==> config.mk <==
export PLATFORM = sky130hd
export DESIGN_NAME = lru_key_value_cache_core_flat
export DESIGN_NICKNAME = d
export VERILOG_FILES = /design/src/lkvc_pkg.sv /design/src/lkvc_if.sv /design/src/lkvc_ctrl.sv /design/src/lkvc_datapath.sv /design/src/lru_key_value_cache_core.sv /design/src/flat_wrapper.sv
export SDC_FILE = /design/constraint.sdc
export NUM_CORES = 2
export LEC_CHECK = 0
export BUFFER_PORTS_ARGS = -buffer_cell sky130_fd_sc_hd__buf_2
export CAP_MARGIN = 15
export CORE_MARGIN = 2
export CORE_UTILIZATION = 45
export CTS_CLUSTER_SIZE = 8
export DETAILED_ROUTE_END_ITERATION = 8
export PLACE_DENSITY_LB_ADDON = 0.25
export SLEW_MARGIN = 20
export SYNTH_ARGS = -nofsm -noshare
export SYNTH_HDL_FRONTEND = slang
export SYNTH_SLANG_ARGS = --single-unit
==> constraint.sdc <==
create_clock -name i_clk -period 13.9 [get_ports i_clk]
set_clock_uncertainty 0.15 [all_clocks]
set_input_delay 0.695 -clock i_clk [delete_from_list [all_inputs] [get_ports i_clk]]
set_output_delay 0.695 -clock i_clk [all_outputs]
set_load 0.01 [all_outputs]
==> src/lkvc_pkg.sv <==
// shared constants, types and helper function of the lru key/value cache
package lkvc_pkg;

    localparam int ENTRIES    = 16;
    localparam int KEY_BITS   = 32;
    localparam int VALUE_BITS = 32;
    localparam int CAP_W      = 5;
    localparam int IDX_W      = (ENTRIES > 1) ? $clog2(ENTRIES) : 1;
    localparam int CNT_W      = $clog2(ENTRIES + 1);
    localparam int RANK_W     = IDX_W;

    localparam logic [CAP_W-1:0] CAP_RESET = CAP_W'(16);

    // operation codes carried in the kind field
    localparam logic KIND_GET = 1'b0;
    localparam logic KIND_PUT = 1'b1;

    typedef enum logic [1:0] {
        ST_IDLE,
        ST_LOOKUP,
        ST_UPDATE
    } t_state;

    // controller to datapath
    typedef struct packed {
        logic capture;
        logic lookup;
        logic commit;
    } t_cmd;

    // datapath to controller
    typedef struct packed {
        logic out_free;
    } t_status;

    // index of the lowest set bit, zero when none is set
    function automatic logic [IDX_W-1:0] first_set(input logic [ENTRIES-1:0] v);
        logic [IDX_W-1:0] idx;
        idx = '0;
        for (int i = ENTRIES - 1; i >= 0; i--) begin
            if (v[i]) begin
                idx = IDX_W'(i);
            end
        end
        return idx;
    endfunction

endpackage

==> src/lkvc_if.sv <==
// handshake channel interfaces: request, response and configuration write

interface lkvc_req_if import lkvc_pkg::*; ();
    logic                         valid;
    logic                         ready;
    logic                         kind;
    logic signed [KEY_BITS-1:0]   key;
    logic signed [VALUE_BITS-1:0] value;

    modport source (output valid, kind, key, value, input ready);
    modport sink   (input valid, kind, key, value, output ready);
endinterface

interface lkvc_rsp_if import lkvc_pkg::*; ();
    logic                         valid;
    logic                         ready;
    logic                         hit;
    logic signed [VALUE_BITS-1:0] read_value;
    logic                         evicted;
    logic signed [KEY_BITS-1:0]   evicted_key;

    modport source (output valid, hit, read_value, evicted, evicted_key, input ready);
    modport sink   (input valid, hit, read_value, evicted, evicted_key, output ready);
endinterface

interface lkvc_cfg_if import lkvc_pkg::*; ();
    logic             valid;
    logic             ready;
    logic [CAP_W-1:0] data;

    modport source (output valid, data, input ready);
    modport sink   (input valid, data, output ready);
endinterface

==> src/lkvc_ctrl.sv <==
// controller state machine: accept, lookup, then commit into the output register
module lkvc_ctrl import lkvc_pkg::*; (
    input  logic    i_clk,
    input  logic    i_rst_n,
    input  logic    i_req_valid,
    input  t_status i_status,
    output logic    o_req_ready,
    output t_cmd    o_cmd
);

    t_state r_state;
    t_state n_state;

    // state register
    always_ff @(posedge i_clk) begin
        if (!i_rst_n) begin
            r_state <= ST_IDLE;
        end else begin
            r_state <= n_state;
        end
    end

    // next state and commands
    always_comb begin
        n_state     = r_state;
        o_req_ready = 1'b0;
        o_cmd       = '0;
        case (r_state)
            ST_IDLE: begin
                o_req_ready = 1'b1;
                if (i_req_valid) begin
                    o_cmd.capture = 1'b1;
                    n_state       = ST_LOOKUP;
                end
            end
            ST_LOOKUP: begin
                o_cmd.lookup = 1'b1;
                n_state      = ST_UPDATE;
            end
            ST_UPDATE: begin
                if (i_status.out_free) begin
                    o_cmd.commit = 1'b1;
                    n_state      = ST_IDLE;
                end
            end
            default: begin
                n_state = ST_IDLE;
            end
        endcase
    end

`ifndef NO_ASSERTIONS
    // a word is only taken when idle, and lookup always follows it
    a_capture_then_lookup: assert property (@(posedge i_clk) disable iff (!i_rst_n)
        o_cmd.capture |=> o_cmd.lookup)
        else $error("lookup did not follow capture");

    // lookup is followed by the update state
    a_lookup_then_update: assert property (@(posedge i_clk) disable iff (!i_rst_n)
        o_cmd.lookup |=> (r_state == ST_UPDATE))
        else $error("update state did not follow lookup");

    // commit never lands while the output register is blocked
    a_commit_free: assert property (@(posedge i_clk) disable iff (!i_rst_n)
        o_cmd.commit |-> i_status.out_free)
        else $error("commit while output register busy");
`endif

endmodule

==> src/lkvc_datapath.sv <==
// datapath: entry store, recency ranks, lookup registers and output register
module lkvc_datapath import lkvc_pkg::*; (
    input  logic                         i_clk,
    input  logic                         i_rst_n,
    input  t_cmd                         i_cmd,
    output t_status                      o_status,
    input  logic                         i_kind,
    input  logic signed [KEY_BITS-1:0]   i_key,
    input  logic signed [VALUE_BITS-1:0] i_value,
    input  logic                         i_cfg_valid,
    input  logic [CAP_W-1:0]             i_cfg_data,
    lkvc_rsp_if.source                   o_rsp
);

    // entry store
    logic [KEY_BITS-1:0]   r_keys   [ENTRIES];
    logic [VALUE_BITS-1:0] r_values [ENTRIES];
    logic [RANK_W-1:0]     r_rank   [ENTRIES];
    logic [ENTRIES-1:0]    r_valid;
    logic [CNT_W-1:0]      r_occ;
    logic [CAP_W-1:0]      r_capacity;

    // captured request
    logic                  r_kind;
    logic [KEY_BITS-1:0]   r_key;
    logic [VALUE_BITS-1:0] r_value;

    // lookup results
    logic                  r_hit;
    logic [IDX_W-1:0]      r_hit_slot;
    logic                  r_evict;
    logic                  r_cap_zero;
    logic [IDX_W-1:0]      r_lru_slot;
    logic [IDX_W-1:0]      r_free_slot;

    // output register
    logic                  r_out_valid;
    logic                  r_out_hit;
    logic [VALUE_BITS-1:0] r_out_value;
    logic                  r_out_evicted;
    logic [KEY_BITS-1:0]   r_out_evk;

    logic [ENTRIES-1:0]    w_hit_vec;
    logic [ENTRIES-1:0]    w_lru_vec;
    logic [ENTRIES-1:0]    w_free_vec;
    logic [CNT_W-1:0]      w_cap;
    logic                  w_need_evict;
    logic [RANK_W-1:0]     w_hit_rank;
    logic                  w_out_free;

    // effective capacity, clamped to the number of entries
    always_comb begin
        if (int'(r_capacity) > ENTRIES) begin
            w_cap = CNT_W'(ENTRIES);
        end else begin
            w_cap = CNT_W'(r_capacity);
        end
    end

    // parallel key compare and least recent / free slot search
    always_comb begin
        w_need_evict = (r_occ >= w_cap);
        for (int i = 0; i < ENTRIES; i++) begin
            w_hit_vec[i] = r_valid[i] && (r_keys[i] == r_key);
            w_lru_vec[i] = r_valid[i] && ((CNT_W'(r_rank[i]) + CNT_W'(1)) == r_occ);
        end
        w_free_vec = ~r_valid | (w_need_evict ? w_lru_vec : '0);
    end

    assign w_hit_rank = r_rank[r_hit_slot];
    assign w_out_free = !r_out_valid || o_rsp.ready;
    assign o_status.out_free = w_out_free;

    // request capture and lookup registers
    always_ff @(posedge i_clk) begin
        if (i_cmd.capture) begin
            r_kind  <= i_kind;
            r_key   <= KEY_BITS'(i_key);
            r_value <= VALUE_BITS'(i_value);
        end
        if (i_cmd.lookup) begin
            r_hit       <= |w_hit_vec;
            r_hit_slot  <= first_set(w_hit_vec);
            r_cap_zero  <= (w_cap == '0);
            r_evict     <= w_need_evict && (w_cap != '0);
            r_lru_slot  <= first_set(w_lru_vec);
            r_free_slot <= first_set(w_free_vec);
        end
    end

    // store payload: keys, values and ranks
    always_ff @(posedge i_clk) begin
        if (i_cmd.commit && !r_cap_zero) begin
            if (r_hit) begin
                if (r_kind == KIND_PUT) begin
                    r_values[r_hit_slot] <= r_value;
                end
                for (int i = 0; i < ENTRIES; i++) begin
                    if (r_valid[i] && (r_rank[i] < w_hit_rank)) begin
                        r_rank[i] <= r_rank[i] + RANK_W'(1);
                    end
                end
                r_rank[r_hit_slot] <= '0;
            end else if (r_kind == KIND_PUT) begin
                for (int i = 0; i < ENTRIES; i++) begin
                    if (r_valid[i] && !(r_evict && (IDX_W'(i) == r_lru_slot))) begin
                        r_rank[i] <= r_rank[i] + RANK_W'(1);
                    end
                end
                r_keys[r_free_slot]   <= r_key;
                r_values[r_free_slot] <= r_value;
                r_rank[r_free_slot]   <= '0;
            end
        end else if (i_cmd.commit && r_hit) begin
            // capacity zero holds no entry, so a hit cannot occur here
            r_rank[r_hit_slot] <= '0;
        end
    end

    // valid bits, occupancy and capacity
    always_ff @(posedge i_clk) begin
        if (!i_rst_n) begin
            r_valid    <= '0;
            r_occ      <= '0;
            r_capacity <= CAP_RESET;
        end else if (i_cfg_valid) begin
            r_capacity <= i_cfg_data;
            r_valid    <= '0;
            r_occ      <= '0;
        end else if (i_cmd.commit && !r_hit && (r_kind == KIND_PUT) && !r_cap_zero) begin
            if (r_evict) begin
                r_valid[r_lru_slot] <= 1'b0;
                r_occ               <= r_occ;
            end else begin
                r_occ <= r_occ + CNT_W'(1);
            end
            r_valid[r_free_slot] <= 1'b1;
        end
    end

    // output register control
    always_ff @(posedge i_clk) begin
        if (!i_rst_n) begin
            r_out_valid <= 1'b0;
        end else if (i_cmd.commit) begin
            r_out_valid <= 1'b1;
        end else if (o_rsp.ready) begin
            r_out_valid <= 1'b0;
        end
    end

    // output register payload
    always_ff @(posedge i_clk) begin
        if (i_cmd.commit) begin
            r_out_hit     <= r_hit;
            r_out_value   <= '0;
            r_out_evicted <= 1'b0;
            r_out_evk     <= '0;
            if (r_hit) begin
                if (r_kind == KIND_GET) begin
                    r_out_value <= r_values[r_hit_slot];
                end
            end else if (r_kind == KIND_GET) begin
                r_out_value <= '1;
            end else if (r_cap_zero) begin
                r_out_evicted <= 1'b1;
                r_out_evk     <= r_key;
            end else if (r_evict) begin
                r_out_evicted <= 1'b1;
                r_out_evk     <= r_keys[r_lru_slot];
            end
        end
    end

    assign o_rsp.valid       = r_out_valid;
    assign o_rsp.hit         = r_out_hit;
    assign o_rsp.read_value  = r_out_value;
    assign o_rsp.evicted     = r_out_evicted;
    assign o_rsp.evicted_key = r_out_evk;

`ifndef NO_ASSERTIONS
    // occupancy tracks the number of valid entries
    a_occ_count: assert property (@(posedge i_clk) disable iff (!i_rst_n)
        $countones(r_valid) == int'(r_occ))
        else $error("occupancy does not match valid entries");

    // occupancy never exceeds the clamped capacity
    a_occ_cap: assert property (@(posedge i_clk) disable iff (!i_rst_n)
        r_occ <= w_cap)
        else $error("occupancy above capacity");

    // an eviction is never reported together with a hit
    a_evict_no_hit: assert property (@(posedge i_clk) disable iff (!i_rst_n)
        r_out_valid && r_out_evicted |-> !r_out_hit)
        else $error("eviction reported on a hit");

    // a commit into a blocked output register would drop a word
    a_commit_free: assert property (@(posedge i_clk) disable iff (!i_rst_n)
        i_cmd.commit |-> w_out_free)
        else $error("output word overwritten");
`endif

endmodule

==> src/lru_key_value_cache_core.sv <==
// top level of the lru key/value cache: controller and datapath
//
// Usage:
//   i_req carries one word per operation: kind (get or put), key, value.
//   o_rsp returns one word per operation: hit, read_value, evicted and
//   evicted_key. i_cfg writes the capacity register; any write empties the
//   store. Write capacity only while no operation is in flight.
// Timing:
//   a word accepted in the idle state is looked up in the lookup state (all
//   16 keys compared at once, least recent and first free slot found), and
//   committed into the store and the output register in the update state,
//   which waits while the output register is blocked. A new word is taken
//   only after that commit, so operations never overlap; the registered
//   lookup stage lies between the key compare and the store update.
// Stalls:
//   a result waiting in the output register does not block acceptance or
//   lookup of the next word; only its commit waits for o_rsp.ready.
// Reset:
//   synchronous, active low; the store empties and capacity returns to 16.
//   Out of reset, configuration writes are always taken (i_cfg.ready high).
module lru_key_value_cache_core import lkvc_pkg::*; (
    input  logic       i_clk,
    input  logic       i_rst_n,
    lkvc_req_if.sink   i_req,
    lkvc_rsp_if.source o_rsp,
    lkvc_cfg_if.sink   i_cfg
);

    t_cmd    w_cmd;
    t_status w_status;
    logic    w_req_ready;

    // sequencing
    lkvc_ctrl u_ctrl (
        .i_clk       (i_clk),
        .i_rst_n     (i_rst_n),
        .i_req_valid (i_req.valid),
        .i_status    (w_status),
        .o_req_ready (w_req_ready),
        .o_cmd       (w_cmd)
    );

    // store and result path
    lkvc_datapath u_datapath (
        .i_clk       (i_clk),
        .i_rst_n     (i_rst_n),
        .i_cmd       (w_cmd),
        .o_status    (w_status),
        .i_kind      (i_req.kind),
        .i_key       (i_req.key),
        .i_value     (i_req.value),
        .i_cfg_valid (i_cfg.valid),
        .i_cfg_data  (i_cfg.data),
        .o_rsp       (o_rsp)
    );

    // nothing is taken while reset is held
    assign i_req.ready = w_req_ready && i_rst_n;
    assign i_cfg.ready = i_rst_n;

endmodule
==> src/flat_wrapper.sv <==
// flat-port wrapper written by rule: the top's interface ports become plain ports
module lru_key_value_cache_core_flat import lkvc_pkg::*;
  (i_clk, i_rst_n, i_req_valid, i_req_kind, i_req_key, i_req_value, i_req_ready, o_rsp_valid, o_rsp_hit, o_rsp_read_value, o_rsp_evicted, o_rsp_evicted_key, o_rsp_ready, i_cfg_valid, i_cfg_data, i_cfg_ready);
  lkvc_req_if i_req_i ();
  lkvc_rsp_if o_rsp_i ();
  lkvc_cfg_if i_cfg_i ();
  input  logic i_clk;
  input  logic i_rst_n;
  input wire logic [$bits(i_req_i.valid)-1:0] i_req_valid;
  input wire logic [$bits(i_req_i.kind)-1:0] i_req_kind;
  input wire logic [$bits(i_req_i.key)-1:0] i_req_key;
  input wire logic [$bits(i_req_i.value)-1:0] i_req_value;
  output wire logic [$bits(i_req_i.ready)-1:0] i_req_ready;
  output wire logic [$bits(o_rsp_i.valid)-1:0] o_rsp_valid;
  output wire logic [$bits(o_rsp_i.hit)-1:0] o_rsp_hit;
  output wire logic [$bits(o_rsp_i.read_value)-1:0] o_rsp_read_value;
  output wire logic [$bits(o_rsp_i.evicted)-1:0] o_rsp_evicted;
  output wire logic [$bits(o_rsp_i.evicted_key)-1:0] o_rsp_evicted_key;
  input wire logic [$bits(o_rsp_i.ready)-1:0] o_rsp_ready;
  input wire logic [$bits(i_cfg_i.valid)-1:0] i_cfg_valid;
  input wire logic [$bits(i_cfg_i.data)-1:0] i_cfg_data;
  output wire logic [$bits(i_cfg_i.ready)-1:0] i_cfg_ready;
  assign i_req_i.valid = i_req_valid;
  assign i_req_i.kind = i_req_kind;
  assign i_req_i.key = i_req_key;
  assign i_req_i.value = i_req_value;
  assign i_req_ready = i_req_i.ready;
  assign o_rsp_valid = o_rsp_i.valid;
  assign o_rsp_hit = o_rsp_i.hit;
  assign o_rsp_read_value = o_rsp_i.read_value;
  assign o_rsp_evicted = o_rsp_i.evicted;
  assign o_rsp_evicted_key = o_rsp_i.evicted_key;
  assign o_rsp_i.ready = o_rsp_ready;
  assign i_cfg_i.valid = i_cfg_valid;
  assign i_cfg_i.data = i_cfg_data;
  assign i_cfg_ready = i_cfg_i.ready;
  lru_key_value_cache_core u_core (.i_clk(i_clk), .i_rst_n(i_rst_n), .i_req(i_req_i), .o_rsp(o_rsp_i), .i_cfg(i_cfg_i));
endmodule
==> key figures <==
Setup path
  • Flop2flop setup slack: 9.12 ns
  • Path depth of the worst reg2reg path: 10
  • CP max stage cell: edfxtp_1
  • Worst Path Max Fanout: 47
  • Reg-to-Reg End: u_core.u_datapath.r_rank[0][2]
  • CP most frequent cell: mux4_2
  • Critical Path Start: u_core.u_datapath.r_hit_slot[0]
  • End of the critical path: u_core.u_datapath.r_rank[0][2]
  • Cells along the critical path: buf_4, mux4_2, mux4_2, inv_1, ha_1, o21ai_1, o2bb2ai_1, nand2_1, xor2_1, nor2_1
  • CP Class: reg2reg
  • Startpoint of the worst register-to-register path: u_core.u_datapath.r_hit_slot[0]
  • Worst Path Arrival: between 5 and 6 ns
  • Max incr delay on CP: 0.90 ns
  • Critical path launch point type: flop
  • Crit end category: flop
  • Data required, critical path: roughly 14 ns

Die
  • Initial core utilization: 45.2%
  • Std-Cell Rows: 131
  • Die Wd: between 300 and 400 µm
  • Die height: 361 µm
  • Die ar.: about 0.13 mm²
  • Core Region: 0.127 mm²
  • Count of boundary I/O pins: 144

CTS
  • Clock transition at path regs: roughly 0.050 ns
  • CTS Buf Count: approximately 180
  • Post-CTS sizing: 0
  • CTS Buffer Depth: 3
  • Worst skew pair latency: ~0.81 ns
  • Clk sinks: 1,263
  • H-tree levels: 4
  • CTS tree: yes
  • Root Buffer: clkbuf_16

Layout
  • Antenna diodes: 0
  • Most common library cell in the layout ignoring fill and taps: edfxtp_1
  • Area Overhead vs Synth: 14.8%
  • Final Util: 51.9%
  • Fraction of layout cells with a size suffix above 1: 21.1%
  • Post-route cell area: 0.0660 mm²
  • Commonest non-fill, non-tap cells in the layout: 1,170 x edfxtp_1, 434 x xnor2_1, 340 x mux4_2
  • Layout Cells excl Fill: about 5,500
  • NumNets Final: slightly below 4,000
  • Fillers: ~10,000

Yosys
  • Netlist cell types: 55
  • Mapped Cells: around 3,500
  • Number of flops mapped to enable cells by yosys: 1,170
  • Top cell type's share of synthesized area: approximately three fifths
  • Async SR Flop Fraction: 0%
  • Largest family of logic cells by synthesized area: multiplexers
  • Synthesized area per cell: 16.3 µm²
  • Post-synth top area cell: edfxtp_1
  • XOR/XNOR Fraction of Synth Area: around a tenth
  • Sequential-to-total area share from yosys stat: 64.4%
  • Top cells by area, synth: edfxtp_1 61%, mux4_2 13%, xnor2_1 6.6%
  • Yosys reg bits: 1,263
  • Post-synthesis cell area: 0.0575 mm²
  • Synth Area in Simple Gates: 5.73%
  • Yosys warning total: 0
  • Top_reg_cell synth: edfxtp_1
  • Syn_nets: 3,669
  • Mux cell area share after synthesis: 13.7%
  • Post-Synth Adder-Cell Area: about 1.5%
  • Synth Area in Compound Gates: 3.33%

Drt
  • Vias per cell: around 6.0
  • Post-DR wirelength/cell: approximately 30 µm
  • Final antenna-violating net count: 0
  • TritonRoute pass-1 iters: 5
  • DRC Markers: 0
  • Via count: 33,200
  • DRT iter0 DRCs: 3,810
  • WL final: 162,000 µm

GRT
  • GR Overflow Total: 0
  • All-Layer GR Usage: 24.8%
  • Met1 global-route usage: 34.7%
  • First-pass GRT wire length: 233,000 µm
  • Antenna violations before repair: 6
  • Vias in the first global route: 32,700
  • Pin count of the biggest net entering global routing: 133
  • GRT Max-Usage Layer: met2
  • Met2 usage: roughly two fifths
  • Met3 Resource Use GR: 4.55%

STA
  • Hold_ws: 0.0343 ns
  • Worst Slack Setup Final: 9.12 ns
  • Final period util: 34.4%
  • Final TNS setup: 0 ns
  • Post-route minimum period: 4.78 ns
  • Max frequency: 209 MHz
  • Worst slew margin relative to its limit: 26.2%
  • Worst Max-Slew Pin Slew: approximately 1.1 ns
  • RSZ-0062 raised after global routing: no
  • Final setup violation count: 0
  • Final slew viol count: 0
  • Fin. Hold Viols: 0

Place
  • Cells after DPL: 5,227
  • HPWL after DPL: 101,000 µm
  • IO buf count: between 100 and 150
  • Placement-stage cell area: a little over 0.06 mm²
  • Placer Congestion: between 0.8 and 0.9
  • Dpl ws: 9.05 ns

Power
  • Sw Ratio: between 20 and 25%
  • Clock Power Share: 45.6%
  • Share of power burned in registers: 49.4%
  • Net Switching: 1.89 mW
  • Peak supply drop: 0.127 mV
  • Gate power share: 5.0%
  • Leakage: 21.4 nW
  • Internal: 6.65 mW
  • Power per cell area: 130 mW/mm²
  • Tot Pwr: about 8.5 mW

Hold path
  • Hold WC Path Type: in2reg

Outcome
  • Status: complete, no violations

Job
  • Number of max-cap violations: 0
[worst max-delay path: cells and delay by family (launching register included)]
kind / cells / cell delay (ns)
adder cells (fa/ha/maj): 1 / 0.37
flip-flops: 1 / 0.90
AND/OR/NAND/NOR: 2 / 0.17
XOR/XNOR: 1 / 0.15
buffers and inverters: 2 / 1.47
AO/OA/AOI/OAI: 2 / 0.32
multiplexers: 2 / 1.07
[kinds of logic (layout without fill, tap and decap cells)]
group	after synthesis	after routing
adder cells (fa/ha/maj)	70	70
multiplexers	360	360
AND/OR/NAND/NOR	631	631
AO/OA/AOI/OAI	310	310
XOR/XNOR	625	625
flip-flops	1263	1263
buffers and inverters	265	605
[cells in the mapped netlist (7+ instances only)]
cell,number
a21oi_1,97
a21oi_4,10
a22oi_1,34
a31oi_1,7
buf_1,28
buf_2,31
clkbuf_1,140
dfxtp_1,93
edfxtp_1,1170
ha_1,70
inv_1,61
mux2i_1,20
mux4_2,340
nand2_1,82
nand2b_1,35
nand3_1,45
nand3b_1,16
nand4_1,121
nor2_1,173
nor2b_1,41
nor3_1,15
nor3b_1,18
nor4_1,47
o2111ai_1,8
o21ai_0,83
o21ai_1,34
or3_1,11
or4_1,11
xnor2_1,434
xor2_1,191
[sequential cells by signal, summed over array words and instances, names as in the netlist]
name and flops:
u_core.u_datapath.r_rank 64, u_core.u_datapath.r_valid 16, u_core.u_ctrl.r_state 2, u_core.u_datapath.r_keys 512
u_core.u_datapath.r_lru_slot 4, u_core.u_datapath.o_rsp.evicted_key 32, u_core.u_datapath.r_capacity 5, u_core.u_datapath.r_occ 5
u_core.u_datapath.r_cap_zero 1, u_core.u_datapath.r_key 32, u_core.u_datapath.r_evict 1, u_core.u_datapath.r_hit_slot 4
u_core.u_datapath.r_value 32, u_core.u_datapath.o_rsp.evicted 1, u_core.u_datapath.r_hit 1, u_core.u_datapath.o_rsp.hit 1
u_core.u_datapath.o_rsp.valid 1, u_core.u_datapath.r_kind 1, u_core.u_datapath.r_free_slot 4, u_core.u_datapath.r_values 512
u_core.u_datapath.o_rsp.read_value 32
[routing by layer]
layer | vias to the layer above | share of wire, %
li1 | 14200 | -
met1 | 17300 | 42
met2 | 1454 | 48
met3 | 248 | 7.3
met4 | 4 | 2.7
met5 | - | 0.015
[power groups by stage]
stage | Sequential (mW) | Clock (mW) | Combinational, mW
CTS | 4.22 | 3.96 | 0.427
global route | 4.22 | 4.11 | 0.449
detailed placement | 4.30 | 0 | 0.410
global placement | 4.29 | 0 | 0.409
floorplan | 4.30 | 0 | 0.244
finish | 4.22 | 3.90 | 0.425
[area by class of cell]
type                    count  area (µm²)  area share (%)
flip-flops and latches   1263       37000            56.1
clock inverters            15         322           0.487
clock buffers             215        4580            6.95
repair buffers            314        2200            3.34
inverters                  61         231           0.351
well taps                1662        2080            3.15
multi-input cells        1996       19600            29.6
[worst min path at each step]
stage,from,end,slack [ns],cells after the start
detailed placement,u_core.u_datapath.r_capacity[3],u_core.u_datapath.r_capacity[3],0.38,2
global placement,u_core.u_datapath.o_rsp.valid,u_core.u_datapath.o_rsp.valid,0.37,2
finish,i_cfg_data[1],u_core.u_datapath.r_capacity[1],0.03,3
floorplan,u_core.u_datapath.r_capacity[0],u_core.u_datapath.r_capacity[0],0.34,2
CTS,i_cfg_data[1],u_core.u_datapath.r_capacity[1],0.004,3
global route,i_cfg_data[1],u_core.u_datapath.r_capacity[1],0.03,3
[repair_timing]
item / in CTS / in global routing
hold buffers: 69 / 0
hold endpoints to repair: 69 / 0
buffers inserted: 0 / 0
(Power assumes the default switching activity.)
